**src/hdl/assert_macros.svh**
```systemverilog
// Assertion macros shared by the line blur filter RTL.
// Depends on nothing; included by modules that carry concurrent checks.
`ifndef ASSERT_MACROS_SVH
`define ASSERT_MACROS_SVH

// Property checked on every rising clock edge outside reset.
`define ASSERT_CLK(label, clk, rst_n, prop, msg) \
	label: assert property (@(posedge clk) disable iff (!rst_n) (prop)) else $error(msg);

// Same check, built on the macro above.
`define ASSERT_IMPLY(label, clk, rst_n, pre, post, msg) \
	`ASSERT_CLK(label, clk, rst_n, (pre) |-> (post), msg)

`endif

```
**src/hdl/lbf_pkg.sv**
```systemverilog
// Package for the line blur filter: sizes, register indexes, modes, opcodes and states.
// Depends on nothing.
`default_nettype none
package lbf_pkg;
	localparam int MAX_RADIUS  = 32;
	localparam int SAMPLE_BITS = 16;
	localparam int WEIGHT_BITS = 16;
	localparam int WIN_DEPTH   = 2 * MAX_RADIUS - 1;
	localparam int PTR_W       = $clog2(WIN_DEPTH);
	localparam int DIST_W      = $clog2(MAX_RADIUS);
	localparam int SEEN_W      = 7;
	localparam int SUM_W       = WEIGHT_BITS + $clog2(WIN_DEPTH);
	localparam int ACC_W       = SAMPLE_BITS + WEIGHT_BITS + $clog2(WIN_DEPTH);
	localparam int BIT_W       = $clog2(SAMPLE_BITS);
	localparam int CFG_W       = 16;

	localparam logic [1:0] REG_MODE   = 2'd0;
	localparam logic [1:0] REG_RADIUS = 2'd1;
	localparam logic [1:0] REG_TOL    = 2'd2;

	localparam logic [1:0] MODE_BOX     = 2'd0;
	localparam logic [1:0] MODE_GAUSS   = 2'd1;
	localparam logic [1:0] MODE_SURFACE = 2'd2;

	localparam logic OP_SAMPLE = 1'b0;
	localparam logic OP_WEIGHT = 1'b1;

	typedef enum logic [2:0] {
		S_IDLE,
		S_NEXT,
		S_CRD,
		S_CWT,
		S_TAP,
		S_DRAIN,
		S_DIV,
		S_EMIT
	} state_t;
endpackage
`default_nettype wire

```
**src/hdl/line_blur_filter.sv**
```systemverilog
// Line blur filter top level: window memory, weight table, shared MAC and divider.
// Depends on lbf_pkg and assert_macros.svh.
// A sample starts one sequence per ready result: job setup, centre read, tap walk (taps at
// most 2*radius-1, one a cycle through the shared MAC), MAC drain, divider (one bit a cycle)
// and emit, which waits while the output stalls; input, weight writes too, waits for idle.
// Reset is asynchronous, active low: control and config reset; memories and datapath do not.
`default_nettype none
`include "assert_macros.svh"
module line_blur_filter import lbf_pkg::*; (
	input  wire logic                   clk,
	input  wire logic                   arst_n,
	input  wire logic                   cfg_we,
	input  wire logic [1:0]             cfg_index,
	input  wire logic [CFG_W-1:0]       cfg_data,
	input  wire logic                   in_valid,
	output logic                        in_stall,
	input  wire logic                   opcode,
	input  wire logic [SAMPLE_BITS-1:0] sample_value,
	input  wire logic                   end_of_line,
	input  wire logic [4:0]             weight_index,
	input  wire logic [WEIGHT_BITS-1:0] weight_value,
	output logic                        out_valid,
	input  wire logic                   out_stall,
	output logic [SAMPLE_BITS-1:0]      filtered_value,
	output logic                        last_of_line
);
	state_t state_q, state_d;

	logic [1:0]             mode_q;
	logic [5:0]             radius_q;
	logic [15:0]            tol_q;

	logic [SAMPLE_BITS-1:0] win_mem [WIN_DEPTH];
	logic [WEIGHT_BITS-1:0] wt_q [MAX_RADIUS];
	logic [SAMPLE_BITS-1:0] rdata_q;

	logic [PTR_W-1:0]       wp_q;
	logic [SEEN_W-1:0]      seen_q;
	logic [SEEN_W-1:0]      n_q;
	logic [DIST_W-1:0]      r_q;
	logic                   norm_q;
	logic [PTR_W-1:0]       fc_q;
	logic                   eol_q;
	logic [PTR_W-1:0]       c_q, o_q, hi_q;
	logic                   last_q;
	logic [SAMPLE_BITS-1:0] centre_q;

	logic                   tap_vld_s1;
	logic [DIST_W-1:0]      dist_s1;
	logic                   prod_vld_s2;
	logic [ACC_W-1:0]       prod_s2;
	logic [SUM_W-1:0]       wsum_s2;
	logic [ACC_W-1:0]       acc_q;
	logic [SUM_W-1:0]       sum_q;
	logic [ACC_W-1:0]       rem_q;
	logic [SAMPLE_BITS-1:0] quo_q;
	logic [BIT_W-1:0]       bit_q;

	logic                   accept;
	logic                   out_free;
	logic [SEEN_W-1:0]      n_new;
	logic [DIST_W-1:0]      r_eff;
	logic [DIST_W-1:0]      top;
	logic [PTR_W-1:0]       sel;
	logic [PTR_W:0]         adiff;
	logic [PTR_W-1:0]       rd_addr;
	logic [PTR_W-1:0]       wp_next;
	logic [PTR_W-1:0]       job_off;
	logic [SEEN_W-1:0]      lc_raw;
	logic [PTR_W-1:0]       lcnt;
	logic                   job_any;
	logic [SAMPLE_BITS-1:0] tap_diff;
	logic                   weighted;
	logic                   tap_in;
	logic [WEIGHT_BITS-1:0] tap_w;
	logic [SAMPLE_BITS+WEIGHT_BITS-1:0] tap_prod;
	logic [ACC_W-1:0]       div_shift;

	assign in_stall = (state_q != S_IDLE);
	assign accept   = in_valid && !in_stall;
	assign out_free = !out_valid || !out_stall;

	// Radius below one acts as one, above the maximum as the maximum.
	always_comb begin
		if (radius_q == 6'd0) begin
			r_eff = '0;
		end else if (radius_q > 6'(MAX_RADIUS)) begin
			r_eff = DIST_W'(MAX_RADIUS - 1);
		end else begin
			r_eff = DIST_W'(radius_q - 6'd1);
		end
	end

	assign n_new   = (seen_q < 7'd127) ? seen_q + 7'd1 : seen_q;
	assign top     = (n_new < SEEN_W'(r_eff)) ? DIST_W'(n_new) : r_eff;
	assign wp_next = (wp_q == PTR_W'(WIN_DEPTH - 1)) ? '0 : wp_q + 1'b1;

	// Window offset zero is the newest sample; offsets count back around the ring.
	assign sel   = (state_q == S_TAP) ? o_q : c_q;
	assign adiff = {1'b0, wp_q} - {1'b0, sel};
	assign rd_addr = adiff[PTR_W] ? PTR_W'(adiff + (PTR_W+1)'(WIN_DEPTH)) : adiff[PTR_W-1:0];

	// Next job: the regular result first, then flush results from the oldest down.
	assign job_any = norm_q || (eol_q && fc_q != '0);
	assign job_off = norm_q ? PTR_W'(r_q) : fc_q - 1'b1;
	assign lc_raw  = n_q - 7'd1 - SEEN_W'(job_off);
	assign lcnt    = (lc_raw > SEEN_W'(r_q)) ? PTR_W'(r_q) : PTR_W'(lc_raw);

	assign weighted = (mode_q == MODE_GAUSS) || (mode_q == MODE_SURFACE);
	assign tap_diff = (rdata_q >= centre_q) ? rdata_q - centre_q : centre_q - rdata_q;
	assign tap_in   = (mode_q != MODE_SURFACE) || (tap_diff <= tol_q);
	assign tap_w    = weighted ? wt_q[dist_s1] : WEIGHT_BITS'(1);
	assign tap_prod = tap_w * rdata_q;
	assign div_shift = ACC_W'(sum_q) << bit_q;

	always_comb begin
		state_d = state_q;
		case (state_q)
			S_IDLE: begin
				if (accept && opcode == OP_SAMPLE) begin
					state_d = S_NEXT;
				end
			end
			S_NEXT: begin
				state_d = job_any ? S_CRD : S_IDLE;
			end
			S_CRD: begin
				state_d = S_CWT;
			end
			S_CWT: begin
				state_d = S_TAP;
			end
			S_TAP: begin
				if (o_q == hi_q) begin
					state_d = S_DRAIN;
				end
			end
			S_DRAIN: begin
				if (!tap_vld_s1 && !prod_vld_s2) begin
					state_d = S_DIV;
				end
			end
			S_DIV: begin
				if (bit_q == '0) begin
					state_d = S_EMIT;
				end
			end
			S_EMIT: begin
				if (out_free) begin
					state_d = S_NEXT;
				end
			end
			default: begin
				state_d = S_IDLE;
			end
		endcase
	end

	always_ff @(posedge clk or negedge arst_n) begin
		if (!arst_n) begin
			state_q     <= S_IDLE;
			mode_q      <= MODE_BOX;
			radius_q    <= 6'd1;
			tol_q       <= 16'hFFFF;
			wp_q        <= '0;
			seen_q      <= '0;
			norm_q      <= 1'b0;
			fc_q        <= '0;
			eol_q       <= 1'b0;
			tap_vld_s1  <= 1'b0;
			prod_vld_s2 <= 1'b0;
			out_valid   <= 1'b0;
		end else begin
			state_q     <= state_d;
			tap_vld_s1  <= (state_q == S_TAP);
			prod_vld_s2 <= tap_vld_s1;
			if (cfg_we) begin
				case (cfg_index)
					REG_MODE:   mode_q   <= cfg_data[1:0];
					REG_RADIUS: radius_q <= cfg_data[5:0];
					REG_TOL:    tol_q    <= cfg_data[15:0];
					default:    ;
				endcase
			end
			if (accept && opcode == OP_SAMPLE) begin
				wp_q   <= wp_next;
				seen_q <= end_of_line ? '0 : n_new;
				norm_q <= (n_new >= SEEN_W'(r_eff) + 7'd1);
				fc_q   <= end_of_line ? PTR_W'(top) : '0;
				eol_q  <= end_of_line;
			end
			if (state_q == S_NEXT && job_any) begin
				if (norm_q) begin
					norm_q <= 1'b0;
				end else begin
					fc_q <= fc_q - 1'b1;
				end
			end
			if (state_q == S_EMIT && out_free) begin
				out_valid <= 1'b1;
			end else if (out_valid && !out_stall) begin
				out_valid <= 1'b0;
			end
		end
	end

	always_ff @(posedge clk) begin
		if (accept && opcode == OP_SAMPLE) begin
			win_mem[wp_next] <= sample_value;
			n_q <= n_new;
			r_q <= r_eff;
		end
		if (accept && opcode == OP_WEIGHT) begin
			wt_q[weight_index[DIST_W-1:0]] <= weight_value;
		end
		rdata_q <= win_mem[rd_addr];
	end

	// Job setup, tap walk, MAC pipeline, divider and output register.
	always_ff @(posedge clk) begin
		dist_s1 <= (o_q >= c_q) ? DIST_W'(o_q - c_q) : DIST_W'(c_q - o_q);
		prod_s2 <= tap_in ? ACC_W'(tap_prod) : '0;
		wsum_s2 <= tap_in ? SUM_W'(tap_w) : '0;
		case (state_q)
			S_NEXT: begin
				c_q    <= job_off;
				hi_q   <= job_off + lcnt;
				o_q    <= '0;
				last_q <= eol_q && (norm_q ? (fc_q == '0) : (fc_q == PTR_W'(1)));
			end
			S_CRD: begin
				acc_q <= '0;
				sum_q <= '0;
			end
			S_CWT: begin
				centre_q <= rdata_q;
			end
			S_TAP: begin
				o_q <= o_q + 1'b1;
			end
			S_DRAIN: begin
				rem_q <= acc_q + ACC_W'(sum_q >> 1);
				quo_q <= '0;
				bit_q <= BIT_W'(SAMPLE_BITS - 1);
			end
			S_DIV: begin
				if (rem_q >= div_shift) begin
					rem_q        <= rem_q - div_shift;
					quo_q[bit_q] <= 1'b1;
				end
				bit_q <= bit_q - 1'b1;
			end
			S_EMIT: begin
				if (out_free) begin
					filtered_value <= (sum_q == '0) ? '0 : quo_q;
					last_of_line   <= last_q;
				end
			end
			default: ;
		endcase
		if (prod_vld_s2) begin
			acc_q <= acc_q + prod_s2;
			sum_q <= sum_q + wsum_s2;
		end
	end

	`ASSERT_IMPLY(a_tap_from_walk, clk, arst_n, tap_vld_s1, $past(state_q == S_TAP),
		"tap entered the MAC outside the window walk")
	`ASSERT_IMPLY(a_div_remainder, clk, arst_n, state_q == S_EMIT && sum_q != '0,
		rem_q < ACC_W'(sum_q), "divider left a remainder not below the divisor")
	`ASSERT_CLK(a_sample_starts, clk, arst_n,
		accept && opcode == OP_SAMPLE |=> state_q == S_NEXT,
		"accepted sample did not start the result sequence")
endmodule
`default_nettype wire
```
**config.mk**
```make
export PLATFORM = sky130hd
export DESIGN_NAME = line_blur_filter
export DESIGN_NICKNAME = d
export VERILOG_FILES = /design/src/hdl/lbf_pkg.sv /design/src/hdl/line_blur_filter.sv
export VERILOG_INCLUDE_DIRS = /design/src /design/src/hdl
export SDC_FILE = /design/constraint.sdc
export NUM_CORES = 2
export LEC_CHECK = 0
export BUFFER_PORTS_ARGS = -buffer_cell sky130_fd_sc_hd__buf_2
export CORE_UTILIZATION = 55
export DETAILED_ROUTE_END_ITERATION = 10
export HOLD_SLACK_MARGIN = 0.05
export PLACE_DENSITY = 0.76
export SLEW_MARGIN = 10
export SYNTH_ARGS = -nofsm -noshare
export SYNTH_HDL_FRONTEND = slang
export SYNTH_SLANG_ARGS = --single-unit
```
**constraint.sdc**
```tcl
create_clock -name clk -period 9.4 [get_ports clk]
set_input_delay 2.35 -clock clk [delete_from_list [all_inputs] [get_ports clk]]
set_output_delay 2.35 -clock clk [all_outputs]
set_load 0.05 [all_outputs]
```
# ---- Yosys cells after proc, flatten, opt, wreduce, memory -nomap -nowiden
# Memories as Yosys holds them, arrays and structs flattened. A register that Yosys moved wholly into a read port is not among the register bits.
# Index checks and enable logic that the tools add are counted.
dict set report classes {
  bitwise 2
  n_reduce_logical 37
  n_mul 1
  n_lt_le_gt_ge 11
  n_eq_ne 21
  shifts 1
  addsub 20
  n_mux 46
}
# op count
set ops {}
lappend ops {{$mux 38} 3}
lappend ops {{$pmux 38 s2} 1}
lappend ops {{$mux 16} 3}
lappend ops {{$mux 6} 8}
lappend ops {{$mux 22} 2}
lappend ops {{$add 38x21->38} 1}
lappend ops {{$add 38x38->38} 1}
lappend ops {{$ge 38x38->1} 1}
lappend ops {{$shl 22x4->38} 1}
lappend ops {{$sub 38x38->38} 1}
lappend ops {{$mul 16x16->32} 1}
lappend ops {{$pmux 16 s2} 1}
lappend ops {{$sub 16x16->16} 2}
lappend ops {{$mux 5} 5}
lappend ops {{$pmux 3 s8} 1}
lappend ops {{$add 22x22->22} 1}
lappend ops {{$logic_not 22->1} 1}
lappend ops {{$ge 16x16->1} 1}
lappend ops {{$le 16x16->1} 1}
lappend ops {{$or 16x16->16} 1}
lappend ops {{$mux 3} 5}
lappend ops {{$mux 7} 2}
lappend ops {{$add 6x1->6 const B} 2}
lappend ops {{$eq 3x3->1 const B} 4}
lappend ops {{other kinds (46)} 89}
dict set report word_totals {
  memories 2
  out_inout_bits 19
  input_bits 62
  elab_cells 171
  ramBits 1520
  register_bits 293
}
# name depth width read_ports rd_clocked_by_memory_dff write_ports line_no
set mem_list {}
lappend mem_list {win_mem 63 16 1 1 1 line_blur_filter.sv:33} ;# logic [SAMPLE_BITS-1:0] win_mem [WIN_DEPTH];
lappend mem_list {wt_q 32 16 1 1 1 line_blur_filter.sv:34} ;# logic [WEIGHT_BITS-1:0] wt_q [MAX_RADIUS];

# ---- Depth between registers and ports, before layout
dict set report depth {
  ltp_word 9
  depth_mapped 31
  depth_no_buf 28
}

# ---- Worst setup path before layout
# No wires, ideal clock.
dict set report synth_path {
  path_kind {reg2reg}
  start {reg with a tool-made name}
  end {reg prod_s2[30]}
  setup_ps 58
  required_time_ps 9342
  n_path_buf 4
  path_slack_ps 1444
  arrival_ps 7898
  path_stages_with_launch 28
  period_less_slack_ps 7956
  path_cell_list {dfxtp_1 > buf_2 > buf_1 > buf_2 > mux4_2 > mux4_2 > mux2i_1 > nor2_1 > buf_2 > nand2_1 > fa_1 > fa_1 > fa_1 > fa_1 > inv_1 > fa_1 > inv_1 > fa_1 > inv_1 > ha_1 > and2_1 > nand4_1 > a21oi_1 > a21oi_1 > o31ai_1 > a21oi_1 > a2111oi_0 > a211o_1}
}
# item line_no
set synth_rtl {}
lappend synth_rtl {{to (signal assigned)} line_blur_filter.sv:222} ;# prod_s2 <= tap_in ? ACC_W'(tap_prod) : '0;
lappend synth_rtl {{to (decl)} line_blur_filter.sv:51} ;# logic [ACC_W-1:0] prod_s2;

==> results.tsv <==
metric	value	unit
rows	151	
antenna_found_initial	10	
synth_cells	7255	
gp_congestion	0.915	
clock_tree.root_cell	clkbuf_16	
synthArstFlopShare	2.80	%
avgSynthCellArea	12.9	um^2
nets	7846	
grt_pass1_vias	63733	
drt_first_pass_iters	9	
tns	0	ns
drt_iter0_drc	9102	
ioPinCount	81	
drt-met1-wl	97000	um
yosysSeqAreaShare	57.3	%
viasPerCell	6.77	
cts_buffer_depth	3	
synth_nets	7836	
whs_path_depth	0	
yosys_most_used_dff	edfxtp_1	
path_delay_family	adder cells	
io_buffers	80	
grt_max_degree	205	
synth_warnings	0	
drc	0	
cts_sinks	1822	
wire_per_inst	26.2	um
cts_tree	built	
max_freq	115	MHz
die_w	415	um
slowest_stage	dfxtp_4	
track_usage	28.8	%
grt_pass1_wl	382000	um
path_depth	28	
cts_resized	0	
postCtsSetupBuffers	0	
highest_layer	met5	
die_h	415	um
wl_met3	25400	um
endpoint_kind	flip-flop	
hpwl	152000	um
slew_headroom	14.3	%
synth.cell_area	0.0939	mm^2
clk_pin_slew	0.06	ns
max_slew.worst_pin.slew	1.27	ns
drt_wl_total	252000	um
hp-class	reg2reg	
required	10.14	ns
cp-start-kind	flip-flop	
slowest_delay	0.61	ns
coreArea	0.169	mm^2
synth-seq-cells	1822	
synth_edf_count	1702	
status	completed	
cts_buffers	180	
ys_top_cells_by_area	edfxtp_1 (54%), mux4_2 (4.7%), fa_1 (4.4%), ha_1 (4.2%), a221oi_1 (2.8%)	
final-max-slew-violation-count	0	
maxCapViolations	0	
wl_met2	120000	um
fin_crit_sh	92.4	%
via_count	65200	
period_needed	8.68	ns
drive_above_1_share	12.0	%
initial_utilization	55.4	%
ys_types	84	
ant_nets	0	
criticalPathCategory	reg2reg	
die_area	0.172	mm^2
critPathBufInv	6	
finClkSkew	0.0425	ns
r2r_cells	28	
hold_violations	0	
yosysTopAreaCell	edfxtp_1	
path_max_fanout	31	
area_growth	9.95	%
grt.overflow.total	0	
yosysTopAreaCellShare	54.4	%
rsz0062_at_grt	no	
cp_common_cell	fa_1	
ctsHoldBuffers	0	
htree_levels	4	
arrival	9.42	ns
clkLatencyLatePin	0.85	ns
setup_viol	0	
[logic make-up (layout without fill, tap and decap cells)]
logic type | Yosys count | in the layout | share of synthesized area (%)
other | 0 | 2 | 0
and+or+nand+nor | 1490 | 1490 | 7.42
buffers and inverters | 849 | 1010 | 3.49
xor gates and xnor gates | 185 | 185 | 1.74
muxes | 378 | 378 | 6.70
adders and majority gates | 519 | 519 | 8.55
DFF | 1822 | 1822 | 57.3
AOI/OAI and AO/OA | 2012 | 2012 | 14.9
[layout by cell type (no fill, tap or decap), types with 74 or more instances in the layout]
master	netlist	final
xor2_1	74	74
a221oi_1	302	302
a21oi_1	492	491
a211oi_1	127	126
mux4_2	196	196
o21ai_0	156	156
buf_2	67	80
clkbuf_16	0	183
nor2b_1	102	101
a22oi_1	215	215
mux2i_1	136	134
nand2_1	434	429
nand3_1	91	91
o22ai_1	242	242
nor3_1	157	148
and2_1	133	133
edfxtp_1	1702	1702
fa_1	205	204
ha_1	314	312
inv_1	372	372
xnor2_1	109	105
a21o_1	88	87
nor2_1	400	389
buf_4	2	204
[metrics by stage]
step                area [um^2]  hold WS, ns  std cells  setup slack [ns]  utilization, %
global route             103000        0.510       9636             0.310            60.9
finish                   103000        0.507       9636             0.719            60.9
CTS                      103000        0.510       9632             0.606            60.9
global placement          97400        0.486       9299             0.870            57.5
detailed placement        97400        0.503       9299             0.695            57.5
floorplan                 93900        0.349       7255              1.44               -
[synthesized netlist by cell type (19+ instances only)]
master    number
buf_2         67
ha_1         314
dfrtp_1       34
o221ai_1      51
nand2b_1      43
or3_1         19
nand3_1       91
xnor2_1      109
o21ai_0      156
a21o_1        88
fa_1         205
inv_1        372
a211oi_1     127
a21oi_1      492
a311oi_1      22
buf_1         76
nor2b_1      102
edfxtp_1    1702
o22ai_1      242
and2_1       133
clkbuf_1     328
and3_1        32
nor3_1       157
dfxtp_1       69
a31oi_1       26
a221o_1       33
nor2_1       400
mux4_2       196
a221oi_1     302
o21bai_1      23
o311ai_0      30
nand2_1      434
mux2_2        46
o21a_1        29
a22oi_1      215
nand4_1       26
xor2_1        74
mux2i_1      136
o31ai_1       36
[final timing paths]
kind / from / endpoint / slack (ns)
max reg2reg: flip-flop / prod_s2[31] / 0.72
min: tap_vld_s1 / prod_vld_s2 / 0.51
min reg2reg: tap_vld_s1 / prod_vld_s2 / 0.51
min in group asynchronous: arst_n / norm_q / 1.69
max in group asynchronous: arst_n / wp_q[1] / 7.17
max: flip-flop / prod_s2[31] / 0.72
[routing by layer]
| metal | track usage [%] | vias up |
|---|---|---|
| li1 | - | 28233 |
| met1 | 39.2 | 32459 |
| met2 | 46.3 | 3838 |
| met3 | 4.96 | 662 |
| met4 | 11.4 | 8 |
| met5 | 0 | - |
[sequential cells by signal (all words and copies together) (netlist names), 3 cells and up, named ones only]
register	count
fc_q	6
c_q	6
bit_q	4
tol_q	16
centre_q	16
radius_q	6
state_q	3
wsum_s2	16
filtered_value	16
rdata_q	16
n_q	7
prod_s2	32
wt_q	512
sum_q	22
wp_q	6
quo_q	16
win_mem	1008
seen_q	7
acc_q	38
hi_q	6
rem_q	38
r_q	5
o_q	6
[worst reg2reg max path: cells and delay by family, from the launching register on]
family | cells | cell delay (ns)
DFF | 1 | 0.61
muxes | 3 | 1.59
buffers and inverters | 6 | 0.70
AOI/OAI and AO/OA | 8 | 1.36
and+or+nand+nor | 4 | 1.12
adders and majority gates | 7 | 3.20
[area by class of cell]
| cell class | count | area [um^2] |
|---|---|---|
| clock buffer | 241 | 4880 |
| timing repair buffer | 301 | 2250 |
| tap | 2218 | 2780 |
| antenna | 2 | 5.00 |
| inverter | 376 | 1410 |
| multi-input combinational | 4584 | 37200 |
| sequential | 1822 | 53800 |
| clock inverter | 92 | 997 |
| fill | 12295 | 66200 |
Power is left out: the tool's default activity adds up to more than one toggle a clock period on the data nets, which glitch-free logic cannot reach.
